==> src/hdl/spot_pkg.sv <==
//------------------------------------------------------------------------------
// spot_pkg
// Shared types and constants for the sorted price order table: field widths,
// request and status codes, controller states and the command and status
// bundles between the controller and the datapath.
//------------------------------------------------------------------------------
package spot_pkg;

   localparam int TYPE_W   = 3;
   localparam int PRICE_W  = 32;
   localparam int QTY_W    = 16;
   localparam int STATUS_W = 2;
   localparam int POS_W    = 4;
   localparam int COUNT_W  = 5;

   typedef enum logic [TYPE_W-1:0] {
      REQ_FRONT  = 3'd0,
      REQ_SORTED = 3'd1,
      REQ_DELETE = 3'd2,
      REQ_SEARCH = 3'd3,
      REQ_TOP    = 3'd4,
      REQ_LIST   = 3'd5
   } req_code_type;

   typedef enum logic [STATUS_W-1:0] {
      STAT_OK        = 2'd0,
      STAT_FULL      = 2'd1,
      STAT_NOT_FOUND = 2'd2,
      STAT_EMPTY     = 2'd3
   } status_type;

   typedef enum logic [2:0] {
      S_IDLE,
      S_SCAN,
      S_SHIFT_UP,
      S_SHIFT_DN,
      S_LIST,
      S_RESP_ZERO,
      S_RESP_ENTRY
   } state_type;

   typedef enum logic [2:0] {
      IDX_HOLD,
      IDX_CLEAR,
      IDX_INC,
      IDX_DEC,
      IDX_COUNT
   } idx_op_type;

   typedef enum logic [1:0] {
      RD_SAME,
      RD_BELOW,
      RD_ABOVE
   } rd_ofs_type;

   typedef enum logic [1:0] {
      SEL_ZERO,
      SEL_REQ,
      SEL_MEM
   } rsp_sel_type;

   typedef struct packed {
      logic [PRICE_W-1:0] price;
      logic [QTY_W-1:0]   quantity;
   } entry_type;

   typedef struct packed {
      logic        req_take;
      idx_op_type  idx_op;
      rd_ofs_type  rd_ofs;
      logic        pos_clear;
      logic        pos_load;
      logic        qty_load;
      logic        wr_shift;
      logic        wr_new;
      logic        cnt_inc;
      logic        cnt_dec;
      logic        rsp_load;
      rsp_sel_type rsp_sel;
      status_type  rsp_status;
      logic        rsp_last;
   } ctl_cmd_type;

   typedef struct packed {
      logic count_zero;
      logic count_full;
      logic idx_at_end;
      logic idx_at_pos;
      logic idx_last;
      logic price_greater;
      logic price_equal;
      logic rsp_free;
   } dp_sts_type;

endpackage

==> src/hdl/spot_req_if.sv <==
//------------------------------------------------------------------------------
// spot_req_if
// Request channel of the sorted price order table: valid, ready and one
// request item.
//------------------------------------------------------------------------------
interface spot_req_if;
   logic                          valid;
   logic                          ready;
   logic [spot_pkg::TYPE_W-1:0]   req_type;
   logic [spot_pkg::PRICE_W-1:0]  price;
   logic [spot_pkg::QTY_W-1:0]    quantity;

   modport source (output valid, output req_type, output price, output quantity,
                   input ready);
   modport sink   (input valid, input req_type, input price, input quantity,
                   output ready);
endinterface

==> src/hdl/spot_rsp_if.sv <==
//------------------------------------------------------------------------------
// spot_rsp_if
// Result channel of the sorted price order table: valid, ready and one
// result item.
//------------------------------------------------------------------------------
interface spot_rsp_if;
   logic                           valid;
   logic                           ready;
   logic [spot_pkg::STATUS_W-1:0]  status;
   logic [spot_pkg::PRICE_W-1:0]   entry_price;
   logic [spot_pkg::QTY_W-1:0]     entry_quantity;
   logic [spot_pkg::POS_W-1:0]     entry_position;
   logic [spot_pkg::COUNT_W-1:0]   entry_count;
   logic                           last;

   modport source (output valid, output status, output entry_price,
                   output entry_quantity, output entry_position,
                   output entry_count, output last, input ready);
   modport sink   (input valid, input status, input entry_price,
                   input entry_quantity, input entry_position,
                   input entry_count, input last, output ready);
endinterface

==> src/hdl/sorted_price_order_table.sv <==
//------------------------------------------------------------------------------
// sorted_price_order_table
// Ordered table of buy orders (price in cents, quantity) with insert, delete,
// search, top and list requests; a sorted insert keeps descending price order.
//------------------------------------------------------------------------------
// The table holds up to CAPACITY orders in an entry memory with one write and
// one read port, and works on one request at a time. A request is taken only
// while the sequencer is idle; its results leave through a result register,
// so the next request can be taken while the last result still waits for the
// sink. A request walks the memory one entry per cycle, though a list holds
// while the result register is still full. A sorted insert scans to the slot,
// then moves the tail up by one entry a cycle; an insert at the front only
// moves the tail up, and a refused insert walks nothing. List sends one result
// per held order, front first, with last set on the final one; every other
// request gives exactly one result. Entries at or above the held count never
// affect a result, so the memory needs no clearing after reset.
//------------------------------------------------------------------------------
module sorted_price_order_table #(
   parameter int CAPACITY = 16
) (
   input logic         clock,
   input logic         reset,
   spot_req_if.sink    req_chan,
   spot_rsp_if.source  rsp_chan
);
   import spot_pkg::*;

   ctl_cmd_type cmd;
   dp_sts_type  sts;

   // The sequencer owns all decisions; the datapath only reports compares
   // and counts back to it.
   spot_controller u_controller (
      .clock     (clock),
      .reset     (reset),
      .req_valid (req_chan.valid),
      .req_type  (req_chan.req_type),
      .req_ready (req_chan.ready),
      .sts       (sts),
      .cmd       (cmd)
   );

   // Entry memory, walk index and result register.
   spot_datapath #(
      .CAPACITY (CAPACITY)
   ) u_datapath (
      .clock        (clock),
      .reset        (reset),
      .cmd          (cmd),
      .sts          (sts),
      .req_price    (req_chan.price),
      .req_quantity (req_chan.quantity),
      .rsp_valid    (rsp_chan.valid),
      .rsp_ready    (rsp_chan.ready),
      .rsp_status   (rsp_chan.status),
      .rsp_price    (rsp_chan.entry_price),
      .rsp_quantity (rsp_chan.entry_quantity),
      .rsp_position (rsp_chan.entry_position),
      .rsp_count    (rsp_chan.entry_count),
      .rsp_last     (rsp_chan.last)
   );

endmodule

==> src/hdl/spot_datapath.sv <==
//------------------------------------------------------------------------------
// spot_datapath
// Entry memory, walk index, entry count, latched request and the result
// register of the sorted price order table.
//------------------------------------------------------------------------------
module spot_datapath #(
   parameter int CAPACITY = 16
) (
   input  logic                          clock,
   input  logic                          reset,
   input  spot_pkg::ctl_cmd_type         cmd,
   output spot_pkg::dp_sts_type          sts,
   input  logic [spot_pkg::PRICE_W-1:0]  req_price,
   input  logic [spot_pkg::QTY_W-1:0]    req_quantity,
   output logic                          rsp_valid,
   input  logic                          rsp_ready,
   output logic [spot_pkg::STATUS_W-1:0] rsp_status,
   output logic [spot_pkg::PRICE_W-1:0]  rsp_price,
   output logic [spot_pkg::QTY_W-1:0]    rsp_quantity,
   output logic [spot_pkg::POS_W-1:0]    rsp_position,
   output logic [spot_pkg::COUNT_W-1:0]  rsp_count,
   output logic                          rsp_last
);
   import spot_pkg::*;

   localparam int IDX_W = (CAPACITY > 1) ? $clog2(CAPACITY) : 1;
   localparam int CNT_W = $clog2(CAPACITY + 1);

   entry_type          mem [CAPACITY];
   entry_type          rd_data_ff;
   logic [CNT_W-1:0]   idx_ff, idx_in;
   logic [CNT_W-1:0]   rd_full;
   logic [IDX_W-1:0]   rd_addr;
   logic [IDX_W-1:0]   pos_ff;
   logic [CNT_W-1:0]   count_ff;
   logic [PRICE_W-1:0] price_ff;
   logic [QTY_W-1:0]   qty_ff;
   entry_type          wr_data;
   logic               wr_en;
   logic               rsp_free;

   logic                rsp_valid_ff;
   logic [STATUS_W-1:0] rsp_status_ff;
   logic [PRICE_W-1:0]  rsp_price_ff;
   logic [QTY_W-1:0]    rsp_quantity_ff;
   logic [POS_W-1:0]    rsp_position_ff;
   logic [COUNT_W-1:0]  rsp_count_ff;
   logic                rsp_last_ff;

   // The read address follows the next index, one below or one above when asked,
   // so the registered read data lines up with the index register or a neighbour.
   always_comb begin
      case (cmd.idx_op)
         IDX_HOLD:  idx_in = idx_ff;
         IDX_CLEAR: idx_in = '0;
         IDX_INC:   idx_in = idx_ff + CNT_W'(1);
         IDX_DEC:   idx_in = idx_ff - CNT_W'(1);
         IDX_COUNT: idx_in = count_ff;
         default:   idx_in = idx_ff;
      endcase
      case (cmd.rd_ofs)
         RD_SAME:  rd_full = idx_in;
         RD_BELOW: rd_full = idx_in - CNT_W'(1);
         RD_ABOVE: rd_full = idx_in + CNT_W'(1);
         default:  rd_full = idx_in;
      endcase
      rd_addr = rd_full[IDX_W-1:0];
   end

   assign wr_en   = cmd.wr_shift | cmd.wr_new;
   assign wr_data = cmd.wr_new ? entry_type'{price: price_ff, quantity: qty_ff}
                               : rd_data_ff;

   always_ff @(posedge clock) begin
      if (wr_en) begin
         mem[idx_ff[IDX_W-1:0]] <= wr_data;
      end
      rd_data_ff <= mem[rd_addr];
   end

   always_ff @(posedge clock) begin
      if (reset) begin
         idx_ff   <= '0;
         count_ff <= '0;
      end else begin
         idx_ff <= idx_in;
         if (cmd.cnt_inc) begin
            count_ff <= count_ff + CNT_W'(1);
         end else if (cmd.cnt_dec) begin
            count_ff <= count_ff - CNT_W'(1);
         end
      end
   end

   always_ff @(posedge clock) begin
      if (cmd.req_take) begin
         price_ff <= req_price;
      end
      if (cmd.req_take) begin
         qty_ff <= req_quantity;
      end else if (cmd.qty_load) begin
         qty_ff <= rd_data_ff.quantity;
      end
      if (cmd.pos_clear) begin
         pos_ff <= '0;
      end else if (cmd.pos_load) begin
         pos_ff <= idx_ff[IDX_W-1:0];
      end
   end

   assign rsp_free = !rsp_valid_ff || rsp_ready;

   always_ff @(posedge clock) begin
      if (reset) begin
         rsp_valid_ff <= 1'b0;
      end else if (cmd.rsp_load) begin
         rsp_valid_ff <= 1'b1;
      end else if (rsp_ready) begin
         rsp_valid_ff <= 1'b0;
      end
   end

   always_ff @(posedge clock) begin
      if (cmd.rsp_load) begin
         rsp_status_ff <= cmd.rsp_status;
         rsp_count_ff  <= COUNT_W'(count_ff);
         rsp_last_ff   <= cmd.rsp_last;
         case (cmd.rsp_sel)
            SEL_REQ: begin
               rsp_price_ff    <= price_ff;
               rsp_quantity_ff <= qty_ff;
               rsp_position_ff <= POS_W'(pos_ff);
            end
            SEL_MEM: begin
               rsp_price_ff    <= rd_data_ff.price;
               rsp_quantity_ff <= rd_data_ff.quantity;
               rsp_position_ff <= POS_W'(idx_ff);
            end
            default: begin
               rsp_price_ff    <= '0;
               rsp_quantity_ff <= '0;
               rsp_position_ff <= '0;
            end
         endcase
      end
   end

   always_comb begin
      sts.count_zero    = (count_ff == '0);
      sts.count_full    = (count_ff == CNT_W'(CAPACITY));
      sts.idx_at_end    = (idx_ff == count_ff);
      sts.idx_at_pos    = (idx_ff == CNT_W'(pos_ff));
      sts.idx_last      = ((idx_ff + CNT_W'(1)) == count_ff);
      sts.price_greater = (rd_data_ff.price > price_ff);
      sts.price_equal   = (rd_data_ff.price == price_ff);
      sts.rsp_free      = rsp_free;
   end

   assign rsp_valid    = rsp_valid_ff;
   assign rsp_status   = rsp_status_ff;
   assign rsp_price    = rsp_price_ff;
   assign rsp_quantity = rsp_quantity_ff;
   assign rsp_position = rsp_position_ff;
   assign rsp_count    = rsp_count_ff;
   assign rsp_last     = rsp_last_ff;

   a_load_when_free: assert property (@(posedge clock) disable iff (reset)
      cmd.rsp_load |-> rsp_free)
      else $error("result register overwritten before it was taken");

   a_count_bound: assert property (@(posedge clock) disable iff (reset)
      count_ff <= CNT_W'(CAPACITY))
      else $error("entry count above capacity");

   a_inc_not_full: assert property (@(posedge clock) disable iff (reset)
      cmd.cnt_inc |-> (count_ff < CNT_W'(CAPACITY)))
      else $error("insert into a full table");

endmodule

==> src/hdl/spot_controller.sv <==
//------------------------------------------------------------------------------
// spot_controller
// Request sequencer of the sorted price order table. Decodes each request and
// steps the datapath through scan, shift, list and result phases.
//------------------------------------------------------------------------------
module spot_controller (
   input  logic                        clock,
   input  logic                        reset,
   input  logic                        req_valid,
   input  logic [spot_pkg::TYPE_W-1:0] req_type,
   output logic                        req_ready,
   input  spot_pkg::dp_sts_type        sts,
   output spot_pkg::ctl_cmd_type       cmd
);
   import spot_pkg::*;

   state_type    state_ff, state_in;
   req_code_type op_ff, op_in;
   status_type   stat_ff, stat_in;
   logic         list_last;

   always_ff @(posedge clock) begin
      if (reset) begin
         state_ff <= S_IDLE;
         op_ff    <= REQ_FRONT;
         stat_ff  <= STAT_OK;
      end else begin
         state_ff <= state_in;
         op_ff    <= op_in;
         stat_ff  <= stat_in;
      end
   end

   assign list_last = (op_ff == REQ_TOP) || sts.idx_last;

   always_comb begin
      state_in  = state_ff;
      op_in     = op_ff;
      stat_in   = stat_ff;
      req_ready = 1'b0;
      cmd       = '0;

      case (state_ff)
         S_IDLE: begin
            req_ready = 1'b1;
            if (req_valid) begin
               cmd.req_take = 1'b1;
               op_in        = req_code_type'(req_type);
               case (req_code_type'(req_type))
                  REQ_FRONT: begin
                     if (sts.count_full) begin
                        stat_in  = STAT_FULL;
                        state_in = S_RESP_ZERO;
                     end else begin
                        cmd.pos_clear = 1'b1;
                        cmd.idx_op    = IDX_COUNT;
                        cmd.rd_ofs    = RD_BELOW;
                        state_in      = S_SHIFT_UP;
                     end
                  end
                  REQ_SORTED: begin
                     if (sts.count_full) begin
                        stat_in  = STAT_FULL;
                        state_in = S_RESP_ZERO;
                     end else begin
                        cmd.idx_op = IDX_CLEAR;
                        state_in   = S_SCAN;
                     end
                  end
                  REQ_DELETE, REQ_SEARCH: begin
                     if (sts.count_zero) begin
                        stat_in  = STAT_EMPTY;
                        state_in = S_RESP_ZERO;
                     end else begin
                        cmd.idx_op = IDX_CLEAR;
                        state_in   = S_SCAN;
                     end
                  end
                  REQ_TOP, REQ_LIST: begin
                     if (sts.count_zero) begin
                        stat_in  = STAT_EMPTY;
                        state_in = S_RESP_ZERO;
                     end else begin
                        cmd.idx_op = IDX_CLEAR;
                        state_in   = S_LIST;
                     end
                  end
                  default: begin
                     stat_in  = STAT_OK;
                     state_in = S_RESP_ZERO;
                  end
               endcase
            end
         end

         S_SCAN: begin
            if (op_ff == REQ_SORTED) begin
               // Stop at the first entry whose price is not greater.
               if (sts.idx_at_end || !sts.price_greater) begin
                  cmd.pos_load = 1'b1;
                  cmd.idx_op   = IDX_COUNT;
                  cmd.rd_ofs   = RD_BELOW;
                  state_in     = S_SHIFT_UP;
               end else begin
                  cmd.idx_op = IDX_INC;
               end
            end else begin
               if (sts.idx_at_end) begin
                  stat_in  = STAT_NOT_FOUND;
                  state_in = S_RESP_ZERO;
               end else if (sts.price_equal) begin
                  cmd.pos_load = 1'b1;
                  cmd.qty_load = 1'b1;
                  stat_in      = STAT_OK;
                  if (op_ff == REQ_DELETE) begin
                     cmd.rd_ofs = RD_ABOVE;
                     state_in   = S_SHIFT_DN;
                  end else begin
                     state_in = S_RESP_ENTRY;
                  end
               end else begin
                  cmd.idx_op = IDX_INC;
               end
            end
         end

         S_SHIFT_UP: begin
            if (sts.idx_at_pos) begin
               cmd.wr_new  = 1'b1;
               cmd.cnt_inc = 1'b1;
               stat_in     = STAT_OK;
               state_in    = S_RESP_ENTRY;
            end else begin
               cmd.wr_shift = 1'b1;
               cmd.idx_op   = IDX_DEC;
               cmd.rd_ofs   = RD_BELOW;
            end
         end

         S_SHIFT_DN: begin
            if (sts.idx_last) begin
               cmd.cnt_dec = 1'b1;
               state_in    = S_RESP_ENTRY;
            end else begin
               cmd.wr_shift = 1'b1;
               cmd.idx_op   = IDX_INC;
               cmd.rd_ofs   = RD_ABOVE;
            end
         end

         S_LIST: begin
            if (sts.rsp_free) begin
               cmd.rsp_load   = 1'b1;
               cmd.rsp_sel    = SEL_MEM;
               cmd.rsp_status = STAT_OK;
               cmd.rsp_last   = list_last;
               if (list_last) begin
                  state_in = S_IDLE;
               end else begin
                  cmd.idx_op = IDX_INC;
               end
            end
         end

         S_RESP_ZERO: begin
            if (sts.rsp_free) begin
               cmd.rsp_load   = 1'b1;
               cmd.rsp_sel    = SEL_ZERO;
               cmd.rsp_status = stat_ff;
               cmd.rsp_last   = 1'b1;
               state_in       = S_IDLE;
            end
         end

         S_RESP_ENTRY: begin
            if (sts.rsp_free) begin
               cmd.rsp_load   = 1'b1;
               cmd.rsp_sel    = SEL_REQ;
               cmd.rsp_status = stat_ff;
               cmd.rsp_last   = 1'b1;
               state_in       = S_IDLE;
            end
         end

         default: begin
            state_in = S_IDLE;
         end
      endcase
   end

   a_leave_idle: assert property (@(posedge clock) disable iff (reset)
      (state_ff == S_IDLE && req_valid) |=> (state_ff != S_IDLE))
      else $error("accepted request did not start");

   a_shift_up_room: assert property (@(posedge clock) disable iff (reset)
      (state_ff == S_SHIFT_UP) |-> !sts.count_full)
      else $error("shifting up in a full table");

   a_shift_dn_held: assert property (@(posedge clock) disable iff (reset)
      (state_ff == S_SHIFT_DN) |-> !sts.count_zero)
      else $error("deleting from an empty table");

endmodule
==> src/flat_wrapper.sv <==
// flat-port wrapper written by rule: the top's interface ports become plain ports
module sorted_price_order_table_flat import spot_pkg::*;
#(
   parameter int CAPACITY = 16
)
  (clock, reset, req_chan_valid, req_chan_req_type, req_chan_price, req_chan_quantity, req_chan_ready, rsp_chan_valid, rsp_chan_status, rsp_chan_entry_price, rsp_chan_entry_quantity, rsp_chan_entry_position, rsp_chan_entry_count, rsp_chan_last, rsp_chan_ready);
  spot_req_if req_chan_i ();
  spot_rsp_if rsp_chan_i ();
  input logic clock;
  input logic reset;
  input wire logic [$bits(req_chan_i.valid)-1:0] req_chan_valid;
  input wire logic [$bits(req_chan_i.req_type)-1:0] req_chan_req_type;
  input wire logic [$bits(req_chan_i.price)-1:0] req_chan_price;
  input wire logic [$bits(req_chan_i.quantity)-1:0] req_chan_quantity;
  output wire logic [$bits(req_chan_i.ready)-1:0] req_chan_ready;
  output wire logic [$bits(rsp_chan_i.valid)-1:0] rsp_chan_valid;
  output wire logic [$bits(rsp_chan_i.status)-1:0] rsp_chan_status;
  output wire logic [$bits(rsp_chan_i.entry_price)-1:0] rsp_chan_entry_price;
  output wire logic [$bits(rsp_chan_i.entry_quantity)-1:0] rsp_chan_entry_quantity;
  output wire logic [$bits(rsp_chan_i.entry_position)-1:0] rsp_chan_entry_position;
  output wire logic [$bits(rsp_chan_i.entry_count)-1:0] rsp_chan_entry_count;
  output wire logic [$bits(rsp_chan_i.last)-1:0] rsp_chan_last;
  input wire logic [$bits(rsp_chan_i.ready)-1:0] rsp_chan_ready;
  assign req_chan_i.valid = req_chan_valid;
  assign req_chan_i.req_type = req_chan_req_type;
  assign req_chan_i.price = req_chan_price;
  assign req_chan_i.quantity = req_chan_quantity;
  assign req_chan_ready = req_chan_i.ready;
  assign rsp_chan_valid = rsp_chan_i.valid;
  assign rsp_chan_status = rsp_chan_i.status;
  assign rsp_chan_entry_price = rsp_chan_i.entry_price;
  assign rsp_chan_entry_quantity = rsp_chan_i.entry_quantity;
  assign rsp_chan_entry_position = rsp_chan_i.entry_position;
  assign rsp_chan_entry_count = rsp_chan_i.entry_count;
  assign rsp_chan_last = rsp_chan_i.last;
  assign rsp_chan_i.ready = rsp_chan_ready;
  sorted_price_order_table #(.CAPACITY(CAPACITY)) u_core (.clock(clock), .reset(reset), .req_chan(req_chan_i), .rsp_chan(rsp_chan_i));
endmodule
==> config.mk <==
export PLATFORM = sky130hd
export DESIGN_NAME = sorted_price_order_table_flat
export DESIGN_NICKNAME = d
export VERILOG_FILES = /design/src/hdl/spot_pkg.sv /design/src/hdl/spot_req_if.sv /design/src/hdl/spot_rsp_if.sv /design/src/hdl/sorted_price_order_table.sv /design/src/hdl/spot_datapath.sv /design/src/hdl/spot_controller.sv /design/src/flat_wrapper.sv
export SDC_FILE = /design/constraint.sdc
export NUM_CORES = 1
export LEC_CHECK = 0
export ABC_AREA = 1
export BUFFER_PORTS_ARGS = -buffer_cell sky130_fd_sc_hd__buf_4
export CAP_MARGIN = 20
export CORE_MARGIN = 3
export CORE_UTILIZATION = 60
export DETAILED_ROUTE_END_ITERATION = 10
export GPL_ROUTABILITY_DRIVEN = 0
export PLACE_DENSITY = 0.79
export SLEW_MARGIN = 10
export SYNTH_ARGS = -nofsm -noshare
export SYNTH_HDL_FRONTEND = slang
export SYNTH_HIERARCHICAL = 1
export SYNTH_SLANG_ARGS = --single-unit
==> constraint.sdc <==
create_clock -name clock -period 6.6 [get_ports clock]
set_clock_uncertainty 0.15 [all_clocks]
set_input_delay 1.32 -clock clock [delete_from_list [all_inputs] [get_ports clock]]
set_output_delay 1.32 -clock clock [all_outputs]
set_load 0.02 [all_outputs]
==> impl_metrics.tcl <==
set metrics [dict create \
    ys.flop_type "edfxtp_1" \
    end_kind "flop" \
    synth_top_cell_by_area "edfxtp_1" \
    synth_cells 4142 \
    netlist_top_cells_area "edfxtp_1 (62%), nand2_1 (12%), nand3_1 (5.1%)" \
    cts_root_buf "clkbuf_16" \
    layout-drive-gt1-share_pct 11.1 \
    r2r_slack_ps 490 \
    dpl.hpwl_mm 59.0 \
    worst_pin_slew_ps 1160 \
    r2r-end "u_core/u_datapath/rd_data_ff[18]$_DFF_P_" \
    totalWireLength_mm 111 \
    crit_start "u_core/u_datapath/price_ff[0]$_DFFE_PP_" \
    hp-class "flop to flop" \
    route.detailed.wl_per_inst_um 21.1 \
    initial_core_util_pct 61.0 \
    dieHeight_um 271 \
    path_class "flop to flop" \
    finalSetupTns_ps 0 \
    syn_area_um2 42100 \
    cts_max_path_buffers 3 \
    die_w_um 271 \
    layout_common_cells "nand2_1 (1376), edfxtp_1 (876), inv_1 (494)" \
    synthArstFlopShare_pct 0 \
    required_ps 7040 \
    reg2reg_depth 32 \
    area_delta_synth_final_pct 12.5 \
    rsz0062_at_grt "false" \
    n_fill_cell 4724 \
    ys_warn_count 6 \
    dr.pass1.iters 6 \
    setup_viol 0 \
    ant_nets 0 \
    cts.clk_slew.worst_paths_ps 60 \
    row_count 96 \
    ys_seq_area_share_pct 65.8 \
    final_common_cell "nand2_1" \
    grt_first_pass_wirelength_mm 167 \
    drc_errors 0 \
    avgViaCountPerCell 5.79 \
    cp_slowest_cell "edfxtp_1" \
    synth-seq-cells 947 \
    yosys.area.top_type_share_pct 62.5 \
    min_from "u_core/u_controller/stat_ff[1]$_SDFFE_PP0P_" \
    crit_arrival_ps 6550 \
    path_common_cell "nand2_1" \
    dieArea_um2 73400 \
    cts-buffers-inserted 95 \
    period_minus_slack_ps 6110 \
    port-buffer-count 116 \
    clock_latency_ps 660 \
    clock-sinks 947 \
    ys_types 47 \
    cts.htree.levels 3 \
    via_count 30470 \
    drt_iter0_drc 4207 \
    maxSlewHeadroom_pct 22.0 \
    status "complete, no violations" \
    io_pins 117 \
    final_hold_viol_count 0 \
    grt_pass1_vias 29391 \
    final_nets 4351 \
    ctsHoldBuffers 0 \
    r2r-start "u_core/u_datapath/price_ff[0]$_DFFE_PP_" \
    cts_tree "done" \
    syn-num-nets 4248 \
    cap_violations 0 \
    avgSynthCellArea_um2 10.2 \
    max_freq_mhz 164 \
    placeableCoreArea_um2 69100 \
    grt_start_max_net_pins 97 \
    crit_fanout 34 \
    post-route-period-util_pct 92.6 \
    drv_slew 0 \
    grt_overflow 0 \
    startpoint_type "flop" \
    synth_edf_count 876 \
    crit_end "u_core/u_datapath/rd_data_ff[18]$_DFF_P_" \
    antenna_found_initial 2 \
    gr-usage-all-layers_pct 29.8 \
    cpPeakStageDelay_ps 630 \
]
[per-stage QoR]
stage          area [um2]  setup slack (ps)  std cells  hold slack (ps)  util (%)
6_report            47400               491       5260              334      68.6
3_3_place_gp        44200               779       5075              320      64.0
2_1_floorplan       42100              1660       4142              305         -
3_5_place_dp        44200               527       5075              331      64.0
4_1_cts             47300               452       5255              336      68.5
5_1_grt             47400               166       5259              365      68.6
[registers in the layout, indices dropped and copies added (netlist names)]
signal	cells
u_core/u_controller/state_ff	3
u_core/u_datapath/rsp_valid	1
u_core/u_controller/stat_ff	2
u_core/u_controller/op_ff	3
u_core/u_datapath/rsp_quantity	16
u_core/u_datapath/price_ff	32
u_core/u_datapath/rsp_status	2
u_core/u_datapath/rsp_position	4
u_core/u_datapath/rsp_count	5
u_core/u_datapath/qty_ff	16
u_core/u_datapath/count_ff	5
u_core/u_datapath/rsp_price	32
u_core/u_datapath/mem	768
u_core/u_datapath/rsp_last	1
u_core/u_datapath/pos_ff	4
u_core/u_datapath/idx_ff	5
u_core/u_datapath/rd_data_ff	48
[metal layers]
metal	GRT usage [%]	wire [um]
met4	14.7	4940
met3	5.35	12500
met1	38.7	40600
met2	48.7	52600
met5	0	13
[worst max-delay path, delay by kind of cell (launching register included)]
family,cells,cell delay (ps)
AO/OA/AOI/OAI,7,1440
adder cells (fa/ha/maj),2,490
buffers and inverters,4,630
flip-flops,1,630
AND/OR/NAND/NOR,19,2650
[cells in the mapped netlist, types with 5 or more instances]
| cell | number |
|---|---|
| buf_2 | 112 |
| o21ai_0 | 127 |
| nor2_1 | 163 |
| dfxtp_1 | 71 |
| nand2_2 | 11 |
| clkbuf_1 | 68 |
| buf_6 | 12 |
| o211ai_2 | 40 |
| ha_1 | 50 |
| buf_4 | 22 |
| inv_1 | 494 |
| nor2_2 | 5 |
| a21oi_1 | 83 |
| buf_1 | 6 |
| nand2_1 | 1384 |
| inv_2 | 12 |
| nand4_1 | 9 |
| a211oi_1 | 8 |
| nand3_1 | 428 |
| o211ai_1 | 10 |
| o21ai_1 | 104 |
| edfxtp_1 | 876 |
[timing repair]
action	CTS	global route
setup endpoints to repair	0	1
setup buffers	0	0
resized for setup	0	1
[kinds of logic (layout without fill, tap and decap cells)]
logic type	count (synthesis)	after routing	synth area share [%]
AOI/OAI and AO/OA	387	387	5.52
xor gates and xnor gates	7	7	0.146
adders and majority gates	51	51	1.53
buffers and inverters	729	915	7.24
DFF	947	947	65.8
other	0	1	0
and+or+nand+nor	2021	2021	19.7
[layout make-up]
cell class,count,area (um2),area share (%)
repair buffers,226,1930,4.07
clock inverters,43,423,0.893
multi-input cells,2466,11600,24.4
flip-flops and latches,947,27700,58.5
diodes,1,2.50,0.00528
well taps,931,1160,2.46
inverters,509,1910,4.03
clock buffers,137,2670,5.63
[how the worst min path moves through the flow]
| stage | cells after the start | slack, ps | to |
|---|---|---|---|
| 2_1_floorplan | 2 | 310 | u_core/u_controller/stat_ff[1]$_SDFFE_PP0P_ |
| 5_1_grt | 2 | 370 | u_core/u_controller/stat_ff[1]$_SDFFE_PP0P_ |
| 3_3_place_gp | 2 | 320 | u_core/u_controller/stat_ff[1]$_SDFFE_PP0P_ |
| 4_1_cts | 2 | 340 | u_core/u_controller/stat_ff[1]$_SDFFE_PP0P_ |
| 3_5_place_dp | 2 | 330 | u_core/u_controller/stat_ff[1]$_SDFFE_PP0P_ |
| 6_report | 2 | 330 | u_core/u_controller/stat_ff[1]$_SDFFE_PP0P_ |
Power is not shown: default switching activity piles up to over one toggle a cycle in this logic, so the estimate is an artifact.
